`config.mk`:
```
export PLATFORM = sky130hd
export DESIGN_NAME = ccld_line_ctrl
export DESIGN_NICKNAME = d
export VERILOG_FILES = /design/src/rtl/ccld_pkg.sv /design/src/rtl/ccld_line_ctrl.sv
export SDC_FILE = /design/constraint.sdc
export NUM_CORES = 1
export LEC_CHECK = 0
export BUFFER_PORTS_ARGS = -buffer_cell sky130_fd_sc_hd__buf_2
export CORE_MARGIN = 2
export CORE_UTILIZATION = 58
export CTS_CLUSTER_SIZE = 40
export DETAILED_ROUTE_END_ITERATION = 16
export GPL_TIMING_DRIVEN = 0
export PLACE_DENSITY_LB_ADDON = 0.3
export SYNTH_ARGS = -nofsm -noshare
export SYNTH_HDL_FRONTEND = slang
export SYNTH_SLANG_ARGS = --single-unit
```
`constraint.sdc`:
```
create_clock -name clk_i -period 4.7 [get_ports clk_i]
set_input_delay 0.94 -clock clk_i [delete_from_list [all_inputs] [get_ports clk_i]]
set_output_delay 0.94 -clock clk_i [all_outputs]
set_load 0.05 [all_outputs]
```
`src/rtl/ccld_pkg.sv`:
```
// Shared cell codes, status codes, item modes, register indexes, result type and cell merge rule for the line drawer.
package ccld_pkg;

  // Cell mark codes held in the canvas.
  localparam logic [2:0] CELL_BLANK     = 3'd0;
  localparam logic [2:0] CELL_DASH      = 3'd1;
  localparam logic [2:0] CELL_BAR       = 3'd2;
  localparam logic [2:0] CELL_SLASH     = 3'd3;
  localparam logic [2:0] CELL_BACKSLASH = 3'd4;
  localparam logic [2:0] CELL_CROSS     = 3'd5;

  // Result status codes.
  localparam logic [1:0] STAT_DRAWN    = 2'd0;
  localparam logic [1:0] STAT_BENT     = 2'd1;
  localparam logic [1:0] STAT_OFF      = 2'd2;
  localparam logic [1:0] STAT_READ     = 2'd3;

  // Item modes.
  localparam logic MODE_DRAW = 1'b0;
  localparam logic MODE_READ = 1'b1;

  // Configuration register indexes.
  localparam logic REG_ROWS = 1'b0;
  localparam logic REG_COLS = 1'b1;

  // One finished result offered by the sequencer.
  typedef struct packed {
    logic       valid;
    logic [1:0] status;
    logic [2:0] cell_code;
  } res_t;

  // Update rule for one cell on a line.
  function automatic logic [2:0] merge_mark(input logic [2:0] cur, input logic [2:0] mark);
    logic [2:0] res;
    if (cur == CELL_BLANK) begin
      res = mark;
    end else if (cur == CELL_CROSS || cur == mark) begin
      res = cur;
    end else begin
      res = CELL_CROSS;
    end
    return res;
  endfunction

endpackage

```
`src/rtl/ccld_line_ctrl.sv`:
```
// Sequencer: clearing pass, item checks, single-cell reads, and the read-modify-write walk along a line.
module ccld_line_ctrl
  import ccld_pkg::*;
#(
  parameter int MAX_ROWS = 64,
  parameter int MAX_COLS = 64,
  parameter int RowW     = 6,
  parameter int ColW     = 6,
  parameter int Depth    = 4096
) (
  input  logic                 clk_i,
  input  logic                 rst_ni,
  input  logic                 in_valid_i,
  output logic                 in_stall_o,
  input  logic                 mode_i,
  input  logic [5:0]           x_start_i,
  input  logic [5:0]           y_start_i,
  input  logic [5:0]           x_end_i,
  input  logic [5:0]           y_end_i,
  input  logic [6:0]           cfg_rows_i,
  input  logic [6:0]           cfg_cols_i,
  output res_t                 res_o,
  input  logic                 res_hold_i,
  output logic                 mem_we_o,
  output logic [RowW+ColW-1:0] mem_waddr_o,
  output logic [2:0]           mem_wdata_o,
  output logic                 mem_re_o,
  output logic [RowW+ColW-1:0] mem_raddr_o,
  input  logic [2:0]           mem_rdata_i
);

  localparam int AddrW = RowW + ColW;
  localparam int RowXW = (RowW > 7) ? RowW : 7;
  localparam int ColXW = (ColW > 6) ? ColW : 6;
  localparam logic [AddrW-1:0] LastAddr = AddrW'(Depth - 1);
  localparam logic [6:0] RowsCap = (MAX_ROWS > 127) ? 7'd127 : 7'(MAX_ROWS);
  localparam logic [6:0] ColsCap = (MAX_COLS > 127) ? 7'd127 : 7'(MAX_COLS);

  localparam logic [2:0] S_CLEAR = 3'd0;
  localparam logic [2:0] S_IDLE  = 3'd1;
  localparam logic [2:0] S_CHECK = 3'd2;
  localparam logic [2:0] S_READ  = 3'd3;
  localparam logic [2:0] S_DRAW  = 3'd4;
  localparam logic [2:0] S_DONE  = 3'd5;

  logic [2:0]       state_q, state_d;
  logic [AddrW-1:0] clr_q, clr_d;
  logic             mode_q, mode_d;
  logic [5:0]       cur_x_q, cur_x_d, cur_y_q, cur_y_d;
  logic [5:0]       x_end_q, x_end_d, y_end_q, y_end_d;
  logic             sx_en_q, sx_en_d, sx_dn_q, sx_dn_d;
  logic             sy_en_q, sy_en_d, sy_dn_q, sy_dn_d;
  logic [5:0]       cnt_q, cnt_d;
  logic [2:0]       mark_q, mark_d;
  logic [AddrW-1:0] wr_addr_q, wr_addr_d;
  logic [1:0]       status_q, status_d;
  logic [2:0]       code_q, code_d;

  logic [6:0]       rows_used, cols_used;
  logic [RowXW-1:0] srow_w;
  logic [ColXW-1:0] col_w;
  logic [AddrW-1:0] cur_addr;
  logic             x_neg, y_neg;
  logic [5:0]       adx, ady;
  logic             bent, start_on, end_on;
  logic [2:0]       mark_c;
  logic             sx_en_c, sy_en_c;
  logic [5:0]       nx_chk, ny_chk, nx_run, ny_run;

  // Rows and columns in use are capped by the storage size.
  assign rows_used = (cfg_rows_i > RowsCap) ? RowsCap : cfg_rows_i;
  assign cols_used = (cfg_cols_i > ColsCap) ? ColsCap : cfg_cols_i;

  // Storage address of the current point: height is flipped to a storage row.
  assign srow_w   = RowXW'(rows_used) - RowXW'(1) - RowXW'(cur_x_q);
  assign col_w    = ColXW'(cur_y_q);
  assign cur_addr = {srow_w[RowW-1:0], col_w[ColW-1:0]};

  // Line classification; the start point sits in the current-point registers.
  always_comb begin
    x_neg    = x_end_q < cur_x_q;
    y_neg    = y_end_q < cur_y_q;
    adx      = x_neg ? (cur_x_q - x_end_q) : (x_end_q - cur_x_q);
    ady      = y_neg ? (cur_y_q - y_end_q) : (y_end_q - cur_y_q);
    bent     = (adx != 6'd0) && (ady != 6'd0) && (adx != ady);
    start_on = ({1'b0, cur_x_q} < rows_used) && ({1'b0, cur_y_q} < cols_used);
    end_on   = ({1'b0, x_end_q} < rows_used) && ({1'b0, y_end_q} < cols_used);
    sx_en_c  = adx != 6'd0;
    sy_en_c  = ady != 6'd0;
    if (!sx_en_c) begin
      mark_c = CELL_DASH;
    end else if (!sy_en_c) begin
      mark_c = CELL_BAR;
    end else if (x_neg == y_neg) begin
      mark_c = CELL_SLASH;
    end else begin
      mark_c = CELL_BACKSLASH;
    end
  end

  // Next point along the line, from fresh or from stored step directions.
  always_comb begin
    nx_chk = sx_en_c ? (x_neg ? cur_x_q - 6'd1 : cur_x_q + 6'd1) : cur_x_q;
    ny_chk = sy_en_c ? (y_neg ? cur_y_q - 6'd1 : cur_y_q + 6'd1) : cur_y_q;
    nx_run = sx_en_q ? (sx_dn_q ? cur_x_q - 6'd1 : cur_x_q + 6'd1) : cur_x_q;
    ny_run = sy_en_q ? (sy_dn_q ? cur_y_q - 6'd1 : cur_y_q + 6'd1) : cur_y_q;
  end

  // Sequencer next state and memory requests.
  always_comb begin
    state_d     = state_q;
    clr_d       = clr_q;
    mode_d      = mode_q;
    cur_x_d     = cur_x_q;
    cur_y_d     = cur_y_q;
    x_end_d     = x_end_q;
    y_end_d     = y_end_q;
    sx_en_d     = sx_en_q;
    sx_dn_d     = sx_dn_q;
    sy_en_d     = sy_en_q;
    sy_dn_d     = sy_dn_q;
    cnt_d       = cnt_q;
    mark_d      = mark_q;
    wr_addr_d   = wr_addr_q;
    status_d    = status_q;
    code_d      = code_q;
    mem_we_o    = 1'b0;
    mem_waddr_o = wr_addr_q;
    mem_wdata_o = merge_mark(mem_rdata_i, mark_q);
    mem_re_o    = 1'b0;
    mem_raddr_o = cur_addr;
    case (state_q)
      S_CLEAR: begin
        mem_we_o    = 1'b1;
        mem_waddr_o = clr_q;
        mem_wdata_o = CELL_BLANK;
        clr_d       = clr_q + AddrW'(1);
        if (clr_q == LastAddr) begin
          state_d = S_IDLE;
        end
      end
      S_IDLE: begin
        if (in_valid_i) begin
          mode_d  = mode_i;
          cur_x_d = x_start_i;
          cur_y_d = y_start_i;
          x_end_d = x_end_i;
          y_end_d = y_end_i;
          state_d = S_CHECK;
        end
      end
      S_CHECK: begin
        code_d = CELL_BLANK;
        if (mode_q == MODE_READ) begin
          if (start_on) begin
            mem_re_o = 1'b1;
            state_d  = S_READ;
          end else begin
            status_d = STAT_OFF;
            state_d  = S_DONE;
          end
        end else if (bent) begin
          status_d = STAT_BENT;
          state_d  = S_DONE;
        end else if (!start_on || !end_on) begin
          status_d = STAT_OFF;
          state_d  = S_DONE;
        end else begin
          // First cell read now; the walk writes it next cycle.
          mem_re_o  = 1'b1;
          wr_addr_d = cur_addr;
          mark_d    = mark_c;
          cnt_d     = adx | ady;
          sx_en_d   = sx_en_c;
          sx_dn_d   = x_neg;
          sy_en_d   = sy_en_c;
          sy_dn_d   = y_neg;
          cur_x_d   = nx_chk;
          cur_y_d   = ny_chk;
          state_d   = S_DRAW;
        end
      end
      S_READ: begin
        code_d   = mem_rdata_i;
        status_d = STAT_READ;
        state_d  = S_DONE;
      end
      S_DRAW: begin
        // Write back the cell read last cycle while reading the next one.
        mem_we_o = 1'b1;
        if (cnt_q == 6'd0) begin
          status_d = STAT_DRAWN;
          state_d  = S_DONE;
        end else begin
          mem_re_o  = 1'b1;
          wr_addr_d = cur_addr;
          cur_x_d   = nx_run;
          cur_y_d   = ny_run;
          cnt_d     = cnt_q - 6'd1;
        end
      end
      S_DONE: begin
        if (!res_hold_i) begin
          state_d = S_IDLE;
        end
      end
      default: begin
        state_d = S_IDLE;
      end
    endcase
  end

  assign in_stall_o      = state_q != S_IDLE;
  assign res_o.valid     = state_q == S_DONE;
  assign res_o.status    = status_q;
  assign res_o.cell_code = code_q;

  // Control registers.
  always_ff @(posedge clk_i or negedge rst_ni) begin
    if (!rst_ni) begin
      state_q <= S_CLEAR;
      clr_q   <= '0;
    end else begin
      state_q <= state_d;
      clr_q   <= clr_d;
    end
  end

  // Item and walk registers.
  always_ff @(posedge clk_i) begin
    mode_q    <= mode_d;
    cur_x_q   <= cur_x_d;
    cur_y_q   <= cur_y_d;
    x_end_q   <= x_end_d;
    y_end_q   <= y_end_d;
    sx_en_q   <= sx_en_d;
    sx_dn_q   <= sx_dn_d;
    sy_en_q   <= sy_en_d;
    sy_dn_q   <= sy_dn_d;
    cnt_q     <= cnt_d;
    mark_q    <= mark_d;
    wr_addr_q <= wr_addr_d;
    status_q  <= status_d;
    code_q    <= code_d;
  end

endmodule

```
======== Word-level counts from Yosys, hierarchy flattened ========
Index checks and enable logic that the tools add are counted.
cells by class
  add/sub/neg operators ................... 12
  order comparisons ....................... 8
  eq/ne operators ......................... 25
  muxes and demuxes ....................... 63
  bitwise logic cells ..................... 4
  reductions and logical operators ........ 26
operator list
  cell                                                                 count
  6-bit two-way mux                                                    24
  12-bit two-way mux                                                   5
  6-bit one-hot mux with 3 select lines                                2
  3-bit two-way mux                                                    10
  6-bit subtractor                                                     5
  6-bit by 7-bit < comparator with 1-bit output                        4
  2-bit inequality test (second input constant)                        12
  12-bit one-hot mux with 2 select lines                               1
  6-bit by 1-bit subtractor with 6-bit output (second input constant)  4
  3-bit one-hot mux with 6 select lines                                1
  8-bit AND reduction                                                  2
  7-bit greater-than comparator (second input constant)                2
  7-bit two-way mux                                                    2
  12-bit by 1-bit adder with 12-bit output (second input constant)     1
  6-bit by 1-bit adder with 6-bit output (second input constant)       2
  12-bit == test (second input constant)                               1
  6-bit < comparator                                                   2
  2-bit two-way mux                                                    6
  6-bit one-hot mux with 2 select lines                                1
  4-bit AND reduction                                                  3
  6-bit nonzero test                                                   2
  3-bit == test (second input constant)                                3
  1-bit two-way mux                                                    8
  3-bit by 2-bit == test with 1-bit output (second input constant)     2
  other kinds (22)                                                     33
storage, ports and cells
  register bits after elaboration ......... 70
  bits of input ports ..................... 46
  output and inout bits ................... 36
  word-level logic and storage cells ...... 155

======== Logic depth before layout (Yosys ltp) ========
  depth after elaboration ................. 10
  mapped depth ............................ 15
  mapped depth without buffers ............ 15

======== Worst setup path after synthesis ========
Ideal clock, no wire load.
  kind .................................... flip-flop to output port
  from .................................... register cur_y_q[2], in the netlist col_w[2]
  to ...................................... output mem_re_o
  data arrival time ....................... 3.345 ns
  required time ........................... 3.760 ns
  slack ................................... 0.415 ns
  cell stages (with the launch flop) ...... 15
  buffers on the path ..................... 2
  cells stage by stage .................... edfxtp_1 > clkbuf_1 > inv_1 > ha_1 > buf_4 > a21o_1 > a21oi_1 > xor2_1 > o21ai_0 > a21oi_1 > ha_1 > nor2_1 > nand3_1 > nand3_1 > a31o_2
between the ends
  word-level cells in the longest chain between the ends .. 8
  elaborated cells between the ends (all ways) .. 17
  classes of those cells .................. 2 x add/sub; 2 x order compare; 1 x eq/ne; 6 x mux; 6 x reduce/logical
ends and longest elaborated chain
  element                                                        line                                         text
  from (decl)                                                    ccld_line_ctrl.sv:49                         logic [5:0] cur_x_q, cur_x_d, cur_y_q, cur_y_d;
  from (signal assigned)                                         ccld_line_ctrl.sv:233                        cur_y_q <= cur_y_d;
  6-bit subtractor (tied with other cells)                       ccld_line_ctrl.sv:84                         ady = y_neg ? (cur_y_q - y_end_q) : (y_end_q - cur_y_q);
  6-bit two-way mux / 1-bit logical AND (equally long branches)  ccld_line_ctrl.sv:84, ccld_line_ctrl.sv:86
  6-bit nonzero test / 1-bit zero test (equally long branches)   ccld_line_ctrl.sv:85, ccld_line_ctrl.sv:165
  1-bit logical AND / 1-bit logical OR (equally long branches)   ccld_line_ctrl.sv:85, ccld_line_ctrl.sv:165
  1-bit logical AND / 1-bit two-way mux (equally long branches)  ccld_line_ctrl.sv:85, ccld_line_ctrl.sv:165
  1-bit two-way mux                                              ccld_line_ctrl.sv:162                        end else if (bent) begin
  1-bit two-way mux *                                            ccld_line_ctrl.sv:154                        if (mode_q == MODE_READ) begin
  1-bit one-hot mux with 2 select lines *                        ccld_line_ctrl.sv:132                        case (state_q)
  to (decl)                                                      ccld_line_ctrl.sv:27                         output logic mem_re_o,
Every way passes the cells marked *; elsewhere a longest branch is shown, timed or not.

======== Worst setup path after layout ========
  from .................................... register x_end_q[0]
  to ...................................... output mem_re_o
between the ends
  word-level cells in the longest chain between the ends .. 8
  elaborated cells between the ends (all ways) .. 16
  classes of those cells .................. 2 x add/sub; 2 x order compare; 1 x eq/ne; 5 x mux; 6 x reduce/logical
ends and longest elaborated chain
  element                                  line                   text
  from (decl)                              ccld_line_ctrl.sv:50   logic [5:0] x_end_q, x_end_d, y_end_q, y_end_d;
  from (signal assigned)                   ccld_line_ctrl.sv:234  x_end_q <= x_end_d;
  6-bit < comparator *                     ccld_line_ctrl.sv:81   x_neg = x_end_q < cur_x_q;
  net x_neg                                ccld_line_ctrl.sv:63   logic x_neg, y_neg;
  6-bit two-way mux *                      ccld_line_ctrl.sv:83   adx = x_neg ? (cur_x_q - x_end_q) : (x_end_q - cur_x_q);
  6-bit nonzero test                       ccld_line_ctrl.sv:85   bent = (adx != 6'd0) && (ady != 6'd0) && (adx != ady);
  1-bit logical AND                        ccld_line_ctrl.sv:85
  1-bit logical AND *                      ccld_line_ctrl.sv:85
  1-bit two-way mux *                      ccld_line_ctrl.sv:162
  1-bit two-way mux *                      ccld_line_ctrl.sv:154
  1-bit one-hot mux with 2 select lines *  ccld_line_ctrl.sv:132
The timed path passes the listed nets; every way through them passes the cells marked *.

==> impl_metrics.py <==
metrics = {
    "routing": {
        "drt_iter0_drc": 257,
        "wl_mm": 12.55,
        "route.vias.total": 4409,
        "ant_nets": 0,
        "drc": 0,
        "wire_per_inst_um": 16.84,
        "dr.pass1.iters": 7,
        "avgViaCountPerCell": 5.918,
    },
    "worst_setup_path": {
        "timing.rr.end": "wr_addr_q[11]",
        "rr_startpoint": "x_end_q[0]",
        "crit_path_max_fanout": 5,
        "rrSetupSlack_ns": 0.42,
        "crit_path_start": "x_end_q[0]",
        "cp-end-kind": "primary output",
        "crit_type": "flop to primary output",
        "crit_arrival_ns": 3.70,
        "start_kind": "flop",
        "r2r_cells": 15,
        "cp.required_ns": 3.76,
    },
    "grt": {
        "grt_pass1_wl_mm": 19.93,
        "overflow": 0,
        "grt_pass1_vias": 4258,
        "grtUsageTotal_pct": 25.51,
        "antenna_found_initial": 0,
        "grt_max_degree": 19,
    },
    "clocking": {
        "clk_pin_slew_ns": 0.09,
        "clockRootBuffer": "clkbuf_8",
        "cts_tree": "done",
        "cts.sinks": 70,
        "clock_latency_ns": 0.37,
        "clockBufferDepth": 2,
        "htree_num_levels": 3,
        "cts_buffers": 9,
    },
    "cells_and_area": {
        "area_growth_pct": 16.71,
        "n_antenna_cell": 0,
        "fill_cells": 719,
        "nets": 741,
        "mostFrequentLayoutCells": "buf_2 (79), ha_1 (61), edfxtp_1 (55)",
        "drive_gt1_share_pct": 24.13,
        "layout_commonest_cell": "buf_2",
    },
    "logic_synthesis": {
        "synth_edf_count": 55,
        "synthCells": 528,
        "ys_top_cells_by_area": "edfxtp_1 (31%), ha_1 (14%), dfrtp_1 (7.0%), xnor2_1 (3.8%), mux2_2 (3.2%)",
        "yosysTopAreaCellShare_pct": 30.86,
        "avgSynthCellArea_um2": 10.14,
        "synthArstFlopShare_pct": 21.43,
        "ys.warnings.count": 0,
        "yosysSeqAreaShare_pct": 37.87,
        "syn_area_um2": 5353,
        "synth_top_cell_by_area": "edfxtp_1",
        "ys_types": 62,
        "synth_top_flop_cell": "edfxtp_1",
        "synth_nets": 640,
        "synth_seq_cells": 70,
    },
    "floorplanning": {
        "io_pins": 82,
        "initial_core_util_pct": 58.76,
        "core_um2": 9109,
        "rows": 35,
        "dieWidth_um": 100.1,
        "die_y_um": 100.1,
        "dieArea_um2": 10010,
    },
    "sta": {
        "fin_ws_ns": 0.06386,
        "tightest_slew_ns": 0.9202,
        "finalHoldViolations": 0,
        "relSlewSlack_pct": 38.61,
        "max_freq_mhz": 215.7,
        "setup_viol": 0,
        "skew_ns": 0.01394,
        "finalCritPeriodShare_pct": 98.64,
        "post-route-min-period_ns": 4.636,
        "drv_slew": 0,
    },
    "placed_design": {
        "hpwlAfterDp_mm": 9.442,
        "portBuffers": 80,
        "globalplace.congestion": 0.8785,
        "pre_cts_slack_ns": -0.03602,
    },
    "worst_hold_path": {
        "min_path_type": "primary input to asynchronous set/reset pin",
    },
    "run": {
        "cap_violations": 0,
    },
    "status": {
        "status": "finished, final reports clean",
    },
}
[worst max-delay path, stage by stage, from the launching register on]
cell and delay [ns]:
edfxtp_1 0.45, inv_1 0.08, ha_1 0.17, inv_1 0.07, fa_1 0.41, nand3_1 0.10, nand2_1 0.12, a31oi_4 0.21
buf_6 0.15, mux2i_2 0.23, xor2_1 0.24, ha_1 0.30, nor2_4 0.15, nand3_4 0.12, nand3_1 0.14, a31o_2 0.20
buf_6 0.16
[kinds of logic (layout without fill, tap and decap cells)]
logic type                 after synthesis  in the layout  share of synthesized area [%]
and+or+nand+nor                        148            148                          14.05
AOI/OAI and AO/OA                      118            118                          14.77
DFF                                     70             70                          37.87
adders and majority gates               66             66                          16.13
buffers and inverters                   60            166                          5.026
xor gates and xnor gates                37             37                          6.054
muxes                                   29             29                          6.101
[worst max path at each step]
| stage | to | slack, ns | cells after the start |
|---|---|---|---|
| 5_1_grt | mem_re_o | -0.07 | 16 |
| 4_1_cts | mem_re_o | 0.02 | 16 |
| 3_5_place_dp | wr_addr_q[10] | -0.04 | 12 |
| 3_3_place_gp | wr_addr_q[9] | -0.21 | 12 |
| 2_1_floorplan | mem_re_o | 0.41 | 14 |
| 6_report | mem_re_o | 0.06 | 16 |
[flip-flops by register name, indices dropped and copies added (netlist names)]
| register | cells |
|---|---|
| cnt_q | 6 |
| cur_x_q | 6 |
| wr_addr_q | 12 |
| sx_dn_q | 1 |
| state_q | 3 |
| sx_en_q | 1 |
| status_q | 2 |
| x_end_q | 6 |
| mode_q | 1 |
| y_end_q | 6 |
| sy_en_q | 1 |
| code_q | 3 |
| sy_dn_q | 1 |
| col_w | 6 |
| mark_q | 3 |
| clr_q | 12 |
[layer usage]
metal | vias to the layer above | track usage, % | share of wire (%)
li1 | 2124 | - | -
met1 | 2083 | 31.71 | 42
met2 | 174 | 43.66 | 48
met3 | 28 | 3.760 | 6.3
met4 | 0 | 12.43 | 3.4
met5 | - | 0 | 0
[synth_stat cells, types with 3 or more instances]
cell type  count
xor2_1        14
nand4_1        4
edfxtp_1      55
and3_1         7
dfrtp_1       15
and2_1         6
or3_1          4
a22oi_1        9
nor3_1         9
nor2b_1        8
nor2_1        34
clkbuf_1       9
a211oi_1       3
mux2i_1       12
nand3_1       24
nand2_1       30
xnor2_1       23
fa_1           5
o22ai_1        3
a21oi_1       30
mux2_2        15
a221o_1        6
ha_1          61
o211ai_1       4
o21ai_0       26
buf_6          5
nand2b_1      13
a21o_1         7
o31ai_1        4
inv_1         42
[through the flow]
step | cell area (um2) | util, % | cells | TNS [ns] | hold WS (ns)
global placement | 5892 | 64.68 | 719 | -3.832 | 0.4758
finish | 6247 | 68.59 | 745 | 0 | 0.4630
floorplan | 5353 | - | 528 | 0 | 0.4578
global route | 6247 | 68.59 | 745 | -0.06845 | 0.4794
detailed placement | 5896 | 64.73 | 719 | -0.6288 | 0.4821
CTS | 6178 | 67.83 | 740 | 0 | 0.4711
[repair_timing]
action / in CTS / in global routing
setup endpoints to repair: 1 / 4
hold buffers: 0 / 0
resized for setup: 3 / 8
buffers inserted: 7 / 5
pin swaps: 0 / 3
[cell type report]
| type | count | area [um2] | share of cell area [%] |
|---|---|---|---|
| Buffer | 14 | 93.84 | 1.502 |
| Sequential cell | 70 | 2027 | 32.45 |
| Tap cell | 111 | 138.9 | 2.223 |
| Clock inverter | 4 | 33.78 | 0.5408 |
| Timing Repair Buffer | 92 | 496.7 | 7.951 |
| Clock buffer | 12 | 187.7 | 3.004 |
| Multi-Input combinational cell | 398 | 3102 | 49.65 |
| Inverter | 44 | 167.7 | 2.684 |
Power is not shown: default switching activity piles up to over one toggle a cycle in this logic, so the estimate is an artifact.
